[src/rtl/dlr_pkg.sv]
// Shared constants, codes and interface types of the dense layer unit.
`default_nettype none

package dlr_pkg;

   localparam int MAX_INPUTS  = 1024;
   localparam int MAX_NEURONS = 32;
   localparam int WORD_BITS   = 16;

   localparam int OP_W        = 2;
   localparam int ROW_W       = $clog2(MAX_INPUTS);
   localparam int NEURON_W    = $clog2(MAX_NEURONS);
   localparam int COUNT_W     = $clog2(MAX_INPUTS) + 1;
   localparam int NUSED_W     = $clog2(MAX_NEURONS) + 1;
   localparam int FRAC_W      = $clog2(WORD_BITS);
   localparam int PROD_W      = 2 * WORD_BITS;
   localparam int WADDR_W     = ROW_W + NEURON_W;
   localparam int WEIGHT_DEPTH = MAX_INPUTS * MAX_NEURONS;
   localparam int CSR_IDX_W   = 2;
   localparam int CSR_DATA_W  = 6;

   localparam logic [CSR_IDX_W-1:0] CSR_FRAC_BITS    = 2'd0;
   localparam logic [CSR_IDX_W-1:0] CSR_RELU_ENABLE  = 2'd1;
   localparam logic [CSR_IDX_W-1:0] CSR_NEURONS_USED = 2'd2;

   localparam logic [FRAC_W-1:0]  FRAC_RESET  = FRAC_W'(8);
   localparam logic [NUSED_W-1:0] NUSED_RESET = NUSED_W'(MAX_NEURONS);

   typedef enum logic [OP_W-1:0] {
      OP_WEIGHT = 2'd0,
      OP_BIAS   = 2'd1,
      OP_DATA   = 2'd2,
      OP_NONE   = 2'd3
   } dlr_op_type;

   typedef enum logic [2:0] {
      ST_IDLE,
      ST_MAC,
      ST_DRAIN,
      ST_EMIT_RD,
      ST_EMIT_LOAD
   } dlr_state_type;

   typedef struct packed {
      logic                accept;
      logic                mac_issue;
      logic                count_inc;
      logic                count_clear;
      logic                emit_load;
      logic                emit_final;
      logic [NEURON_W-1:0] neuron;
   } dlr_cmd_type;

   typedef struct packed {
      logic                count_full;
      logic                pipe_busy;
      logic                out_free;
      logic [NEURON_W-1:0] last_neuron;
   } dlr_status_type;

endpackage

`default_nettype wire

[src/rtl/dlr_ctrl.sv]
// Controller state machine of the dense layer unit.
`default_nettype none

module dlr_ctrl (
   input  wire logic                       clock,
   input  wire logic                       reset,
   input  wire logic                       req_valid,
   input  wire logic [dlr_pkg::OP_W-1:0]   req_op,
   input  wire logic                       req_last,
   output logic                            req_stall,
   input  wire dlr_pkg::dlr_status_type    status,
   output dlr_pkg::dlr_cmd_type            cmd
);
   import dlr_pkg::*;

   dlr_state_type       state_ff, state_in;
   logic [NEURON_W-1:0] neuron_ff, neuron_in;
   logic                last_ff, last_in;
   logic                accept;
   logic                is_data;

   assign req_stall = (state_ff != ST_IDLE);
   assign accept    = req_valid && (state_ff == ST_IDLE);
   assign is_data   = (req_op == OP_DATA);

   always_ff @(posedge clock) begin
      if (reset) begin
         state_ff  <= ST_IDLE;
         neuron_ff <= '0;
         last_ff   <= 1'b0;
      end else begin
         state_ff  <= state_in;
         neuron_ff <= neuron_in;
         last_ff   <= last_in;
      end
   end

   always_comb begin
      state_in = state_ff;
      unique case (state_ff)
         ST_IDLE: begin
            if (accept && is_data) begin
               if (!status.count_full) begin
                  state_in = ST_MAC;
               end else if (req_last) begin
                  state_in = ST_EMIT_RD;
               end
            end
         end
         ST_MAC: begin
            if (neuron_ff == NEURON_W'(MAX_NEURONS - 1)) begin
               state_in = ST_DRAIN;
            end
         end
         ST_DRAIN: begin
            if (!status.pipe_busy) begin
               state_in = last_ff ? ST_EMIT_RD : ST_IDLE;
            end
         end
         ST_EMIT_RD: begin
            state_in = ST_EMIT_LOAD;
         end
         ST_EMIT_LOAD: begin
            if (status.out_free) begin
               state_in = (neuron_ff == status.last_neuron) ? ST_IDLE : ST_EMIT_RD;
            end
         end
         default: state_in = ST_IDLE;
      endcase
   end

   always_comb begin
      cmd       = '0;
      cmd.neuron = neuron_ff;
      neuron_in = neuron_ff;
      last_in   = last_ff;
      unique case (state_ff)
         ST_IDLE: begin
            cmd.accept = accept;
            if (accept) begin
               last_in   = req_last;
               neuron_in = '0;
            end
         end
         ST_MAC: begin
            cmd.mac_issue = 1'b1;
            neuron_in     = neuron_ff + NEURON_W'(1);
         end
         ST_DRAIN: begin
            if (!status.pipe_busy) begin
               cmd.count_inc = 1'b1;
               neuron_in     = '0;
            end
         end
         ST_EMIT_RD: ;
         ST_EMIT_LOAD: begin
            if (status.out_free) begin
               cmd.emit_load  = 1'b1;
               cmd.emit_final = (neuron_ff == status.last_neuron);
               if (neuron_ff == status.last_neuron) begin
                  cmd.count_clear = 1'b1;
               end else begin
                  neuron_in = neuron_ff + NEURON_W'(1);
               end
            end
         end
         default: ;
      endcase
   end

endmodule

`default_nettype wire

[config.mk]
export PLATFORM = sky130hd
export DESIGN_NAME = dlr_ctrl
export DESIGN_NICKNAME = d
export VERILOG_FILES = /design/src/rtl/dlr_pkg.sv /design/src/rtl/dlr_ctrl.sv
export SDC_FILE = /design/constraint.sdc
export NUM_CORES = 1
export LEC_CHECK = 0
export BUFFER_PORTS_ARGS = -buffer_cell sky130_fd_sc_hd__buf_2
export CAP_MARGIN = 10
export CORE_MARGIN = 2
export CORE_UTILIZATION = 30
export DETAILED_ROUTE_END_ITERATION = 16
export GPL_ROUTABILITY_DRIVEN = 0
export GPL_TIMING_DRIVEN = 0
export SLEW_MARGIN = 20
export SYNTH_ARGS = -nofsm -noshare
export SYNTH_HDL_FRONTEND = slang
export SYNTH_SLANG_ARGS = --single-unit
export TNS_END_PERCENT = 1
[constraint.sdc]
create_clock -name clock -period 3.7 [get_ports clock]
set_clock_uncertainty 0.2 [all_clocks]
set_input_delay 0.37 -clock clock [delete_from_list [all_inputs] [get_ports clock]]
set_output_delay 0.37 -clock clock [all_outputs]
set_load 0.02 [all_outputs]
Word level (Yosys, flattened, before mapping). Cells that the tools add are included.

Output and inout bits: 12. Register bits: 9. Input port bits: 14. Logic and storage cells: 47.

Reduce and logical (&&, ||, !) cells: 8. Equality and inequality tests: 14. Mux-type cells: 21. Add/subtract/negate cells: 1.

Operators with widths (count): $mux 3 (8); $mux 5 (4); $pmux 5 s4 (1); $pmux 3 s5 (1); $ne 2x2->1 const B (5); $reduce_and 5->1 (2); $eq 3x2->1 const B (2); $add 5x1->5 const B (1); $eq 5x5->1 (1); $eq 5x5->1 const B (1); $mux 1 (5); $mux 2 (2); $reduce_bool 4->1 (1); $eq 3x1->1 const B (1); $eq 3x3->1 const B (1); $logic_not 3->1 (1); $ne 3x3->1 const B (1); $reduce_bool 3->1 (1); $eq 2x2->1 const B (1); $logic_and 1x1->1 (2); $ne 2x1->1 const B (1); $reduce_and 2->1 (1).

Longest topological paths before layout.
Depth in word-level cells: 5. Gate-level depth with buffers: 7. Gate-level depth less buffers: 7.

Worst setup path before layout. Ideal clock, no wire load.

Kind: flip-flop to output port. From: reg neuron_ff[3]. To: out cmd[7] (netlist name). Slack: 1.594 ns. Cell stages (with the launch flop): 5. Path buffers: 1. Data required time: 3.130 ns. Data arrival time: 1.536 ns. Cells stage by stage: dfxtp_1 -> xor2_1 -> nor4_4 -> and3_1 -> buf_4.

RTL lines: start: declaration (RTL line dlr_ctrl.sv:17) `logic [NEURON_W-1:0] neuron_ff, neuron_in;`; start signal: assignment (RTL line dlr_ctrl.sv:33) `neuron_ff <= neuron_in;`; end: declaration (RTL line dlr_ctrl.sv:12) `output dlr_pkg::dlr_cmd_type cmd`.

==> flow_metrics.env <==
export IMPL_die_w_um=54.03
export IMPL_period_share_pct=64.40
export IMPL_async_flop_share_pct=0
export IMPL_criticalPathCategory="reg2out"
export IMPL_core_area_sq_um=2432
export IMPL_grt_max_degree=11
export IMPL_leakage_nw=0.4374
export IMPL_grt_pass1_vias=695
export IMPL_vdd_drop_max_mv=0.1459
export IMPL_tightestPinTransition_ps=455.7
export IMPL_synth_avg_cell_area_sq_um=8.531
export IMPL_ys_seq_area_share_pct=24.00
export IMPL_drv_cap=0
export IMPL_post_cts_buffers=0
export IMPL_cp_slowest_stage_delay_ps=470
export IMPL_critical_path_required_ps=3130
export IMPL_nets=134
export IMPL_dp_hpwl_mm=1.503
export IMPL_drcViolationCount=0
export IMPL_port_buffers=25
export IMPL_synthCells=88
export IMPL_status="complete, no violations"
export IMPL_utilization_pct=38.63
export IMPL_arrival_ps=1810
export IMPL_insertion_delay_ps=260
export IMPL_ys_types=41
export IMPL_timing_final_hold_violations=0
export IMPL_die_h_um=54.03
export IMPL_vias=772
export IMPL_cp_start_kind="flip-flop"
export IMPL_worst_path_dominant_cell_family="simple AND/OR/NAND/NOR gates"
export IMPL_grt_pass1_wl_mm=3.160
export IMPL_syn_to_final_growth_pct=25.17
export IMPL_cts_htree_levels=1
export IMPL_cp_slowest_cell="nor4_4"
export IMPL_die_area_sq_um=2919
export IMPL_final_area_sq_um=939.7
export IMPL_cts_resized=0
export IMPL_clock_root_buffer="clkbuf_4"
export IMPL_drt_iter0_drc=14
export IMPL_final_max_slew_viol_count=0
export IMPL_cts_tree="done"
export IMPL_final_antenna_net_count=0
export IMPL_max_clock_path_buffers=2
export IMPL_slew_headroom_pct=69.39
export IMPL_n_antenna_cell=0
export IMPL_yosysWarnings=0
export IMPL_synth_edf_count=0
export IMPL_clk_pin_slew_worst_paths_ps=60
export IMPL_rsz0062_at_grt="false"
export IMPL_initial_core_util_pct=30.86
export IMPL_placed_cell_area_sq_um=913.4
export IMPL_fill_cells=269
export IMPL_wl_per_cell_um=13.19
export IMPL_drive_gt1_share_pct=33.33
export IMPL_synth_nets=104
export IMPL_synth_area_leaders="dfxtp_1 24%, xor2_1 4.7%, mux2i_1 4.0%"
export IMPL_numCtsBuffers=3
export IMPL_fin_setup_tns_ps=0
export IMPL_crit_chain="xor2_1, nor4_4, and3_1, buf_4, buf_2"
export IMPL_crit_fanout=6
export IMPL_ys_flop_type="dfxtp_1"
export IMPL_path_buf_inv=2
export IMPL_hold_class="in2reg"
export IMPL_power_density_nw_per_um2=275.3
export IMPL_drtPass1Iterations=4
export IMPL_ctsHoldBuffers=0
export IMPL_setup_viol=0
export IMPL_synth_top_area_share_pct=24.00
export IMPL_fin_crit_ps=2383
export IMPL_track_usage_pct=15.13
export IMPL_antenna_found_initial=0
export IMPL_cts_num_sinks=9
export IMPL_synthesis_area_sq_um=750.7
export IMPL_fmax_ghz=0.4197
export IMPL_yosys_register_bits=9
export IMPL_synth_largest_area_cell="dfxtp_1"
export IMPL_drt_wl_total_mm=1.939
export IMPL_core_rowCount=18
export IMPL_io_pins=26
export IMPL_grt_overflow=0
export IMPL_end_kind="output pin"
export IMPL_vias_per_cell=5.252
## logic make-up (layout without fill, tap and decap cells)
logic type / Yosys count / in the layout / synth area share (%)
buf+inv: 10 / 39 / 6.498
mux: 3 / 3 / 4.000
flops: 9 / 9 / 24.00
compound gates: 21 / 21 / 22.67
xor+xnor: 6 / 6 / 7.000
simple gates: 37 / 37 / 32.50
fa+ha+maj: 2 / 2 / 3.333
## routing by layer
| metal | GRT usage [%] | vias to the layer above | wire [um] |
|---|---|---|---|
| met3 | 2.500 | 3 | 109 |
| li1 | - | 389 | - |
| met5 | 0 | - | 0 |
| met2 | 23.78 | 27 | 861 |
| met1 | 19.90 | 353 | 934 |
| met4 | 7.500 | 0 | 34 |
## through the flow
stage	cells	setup slack, ps	hold slack (ps)	power, mW
2_1_floorplan	88	1594	241.9	0.1599
3_3_place_gp	143	1532	301.3	0.1829
3_5_place_dp	143	1501	314.2	0.1843
4_1_cts	147	1293	159.9	0.2621
5_1_grt	147	1183	173.5	0.2761
6_report	147	1317	159.2	0.2587
## state kept, by name (all words and copies together) (netlist names)
register,cells
state_ff,3
last_ff,1
neuron_ff,5
## synthesized netlist by cell type, types with 2 or more instances
cell      number
nand4_1        3
o21ai_0        3
and3_1         3
xor2_1         4
ha_1           2
o21ai_1        2
mux2i_1        3
xnor2_1        2
nand2_1        6
buf_4          2
o32ai_1        3
buf_2          3
dfxtp_1        9
nand3_1        3
or3b_1         2
a211oi_1       3
inv_1          4
nor2_1         8
## worst paths after layout
path              cells after the start  slack [ps]           end    startpoint
hold / removal                        3         160       last_ff      req_last
setup reg to reg                      7        1780   state_ff[0]  neuron_ff[0]
hold reg to reg                       2         330  neuron_ff[4]  neuron_ff[4]
setup / recovery                      5        1320        cmd[7]  neuron_ff[2]
## final cells by class
class	instances	area (sq um)	share of cell area [%]
buffer	5	30.03	3.196
multi-input combinational	69	521.8	55.53
sequential	9	180.2	19.17
inverter	5	18.77	1.997
timing repair buffer	25	125.1	13.32
tap	30	37.54	3.995
clock buffer	4	26.28	2.796
## placed cells by master, fill, tap and decap left out, types with 2 or more instances in the layout
| master | Yosys | final |
|---|---|---|
| xor2_1 | 4 | 4 |
| o32ai_1 | 3 | 3 |
| ha_1 | 2 | 2 |
| nor2_1 | 8 | 8 |
| nand2_1 | 6 | 6 |
| nand4_1 | 3 | 3 |
| buf_4 | 2 | 2 |
| dfxtp_1 | 9 | 9 |
| buf_2 | 3 | 28 |
| a211oi_1 | 3 | 3 |
| xnor2_1 | 2 | 2 |
| o21ai_1 | 2 | 2 |
| and3_1 | 3 | 3 |
| nand3_1 | 3 | 3 |
| o21ai_0 | 3 | 3 |
| mux2i_1 | 3 | 3 |
| or3b_1 | 2 | 2 |
| inv_1 | 4 | 4 |
| clkbuf_4 | 0 | 3 |
## worst reg2reg max path, delay by kind of cell, from the launching register on
| kind | cells | cell delay, ps |
|---|---|---|
| adders and majority gates | 2 | 460 |
| AOI/OAI and AO/OA | 3 | 440 |
| DFF | 1 | 380 |
| and+or+nand+nor | 2 | 330 |
## report_power, final
| part | internal [mW] | switching, mW | leakage [nW] |
|---|---|---|---|
| clock network | 0.0416 | 0.0346 | 0.0150 |
| logic | 0.0333 | 0.0461 | 0.350 |
| registers | 0.100 | 0.00286 | 0.0729 |
(Power assumes the default switching activity.)
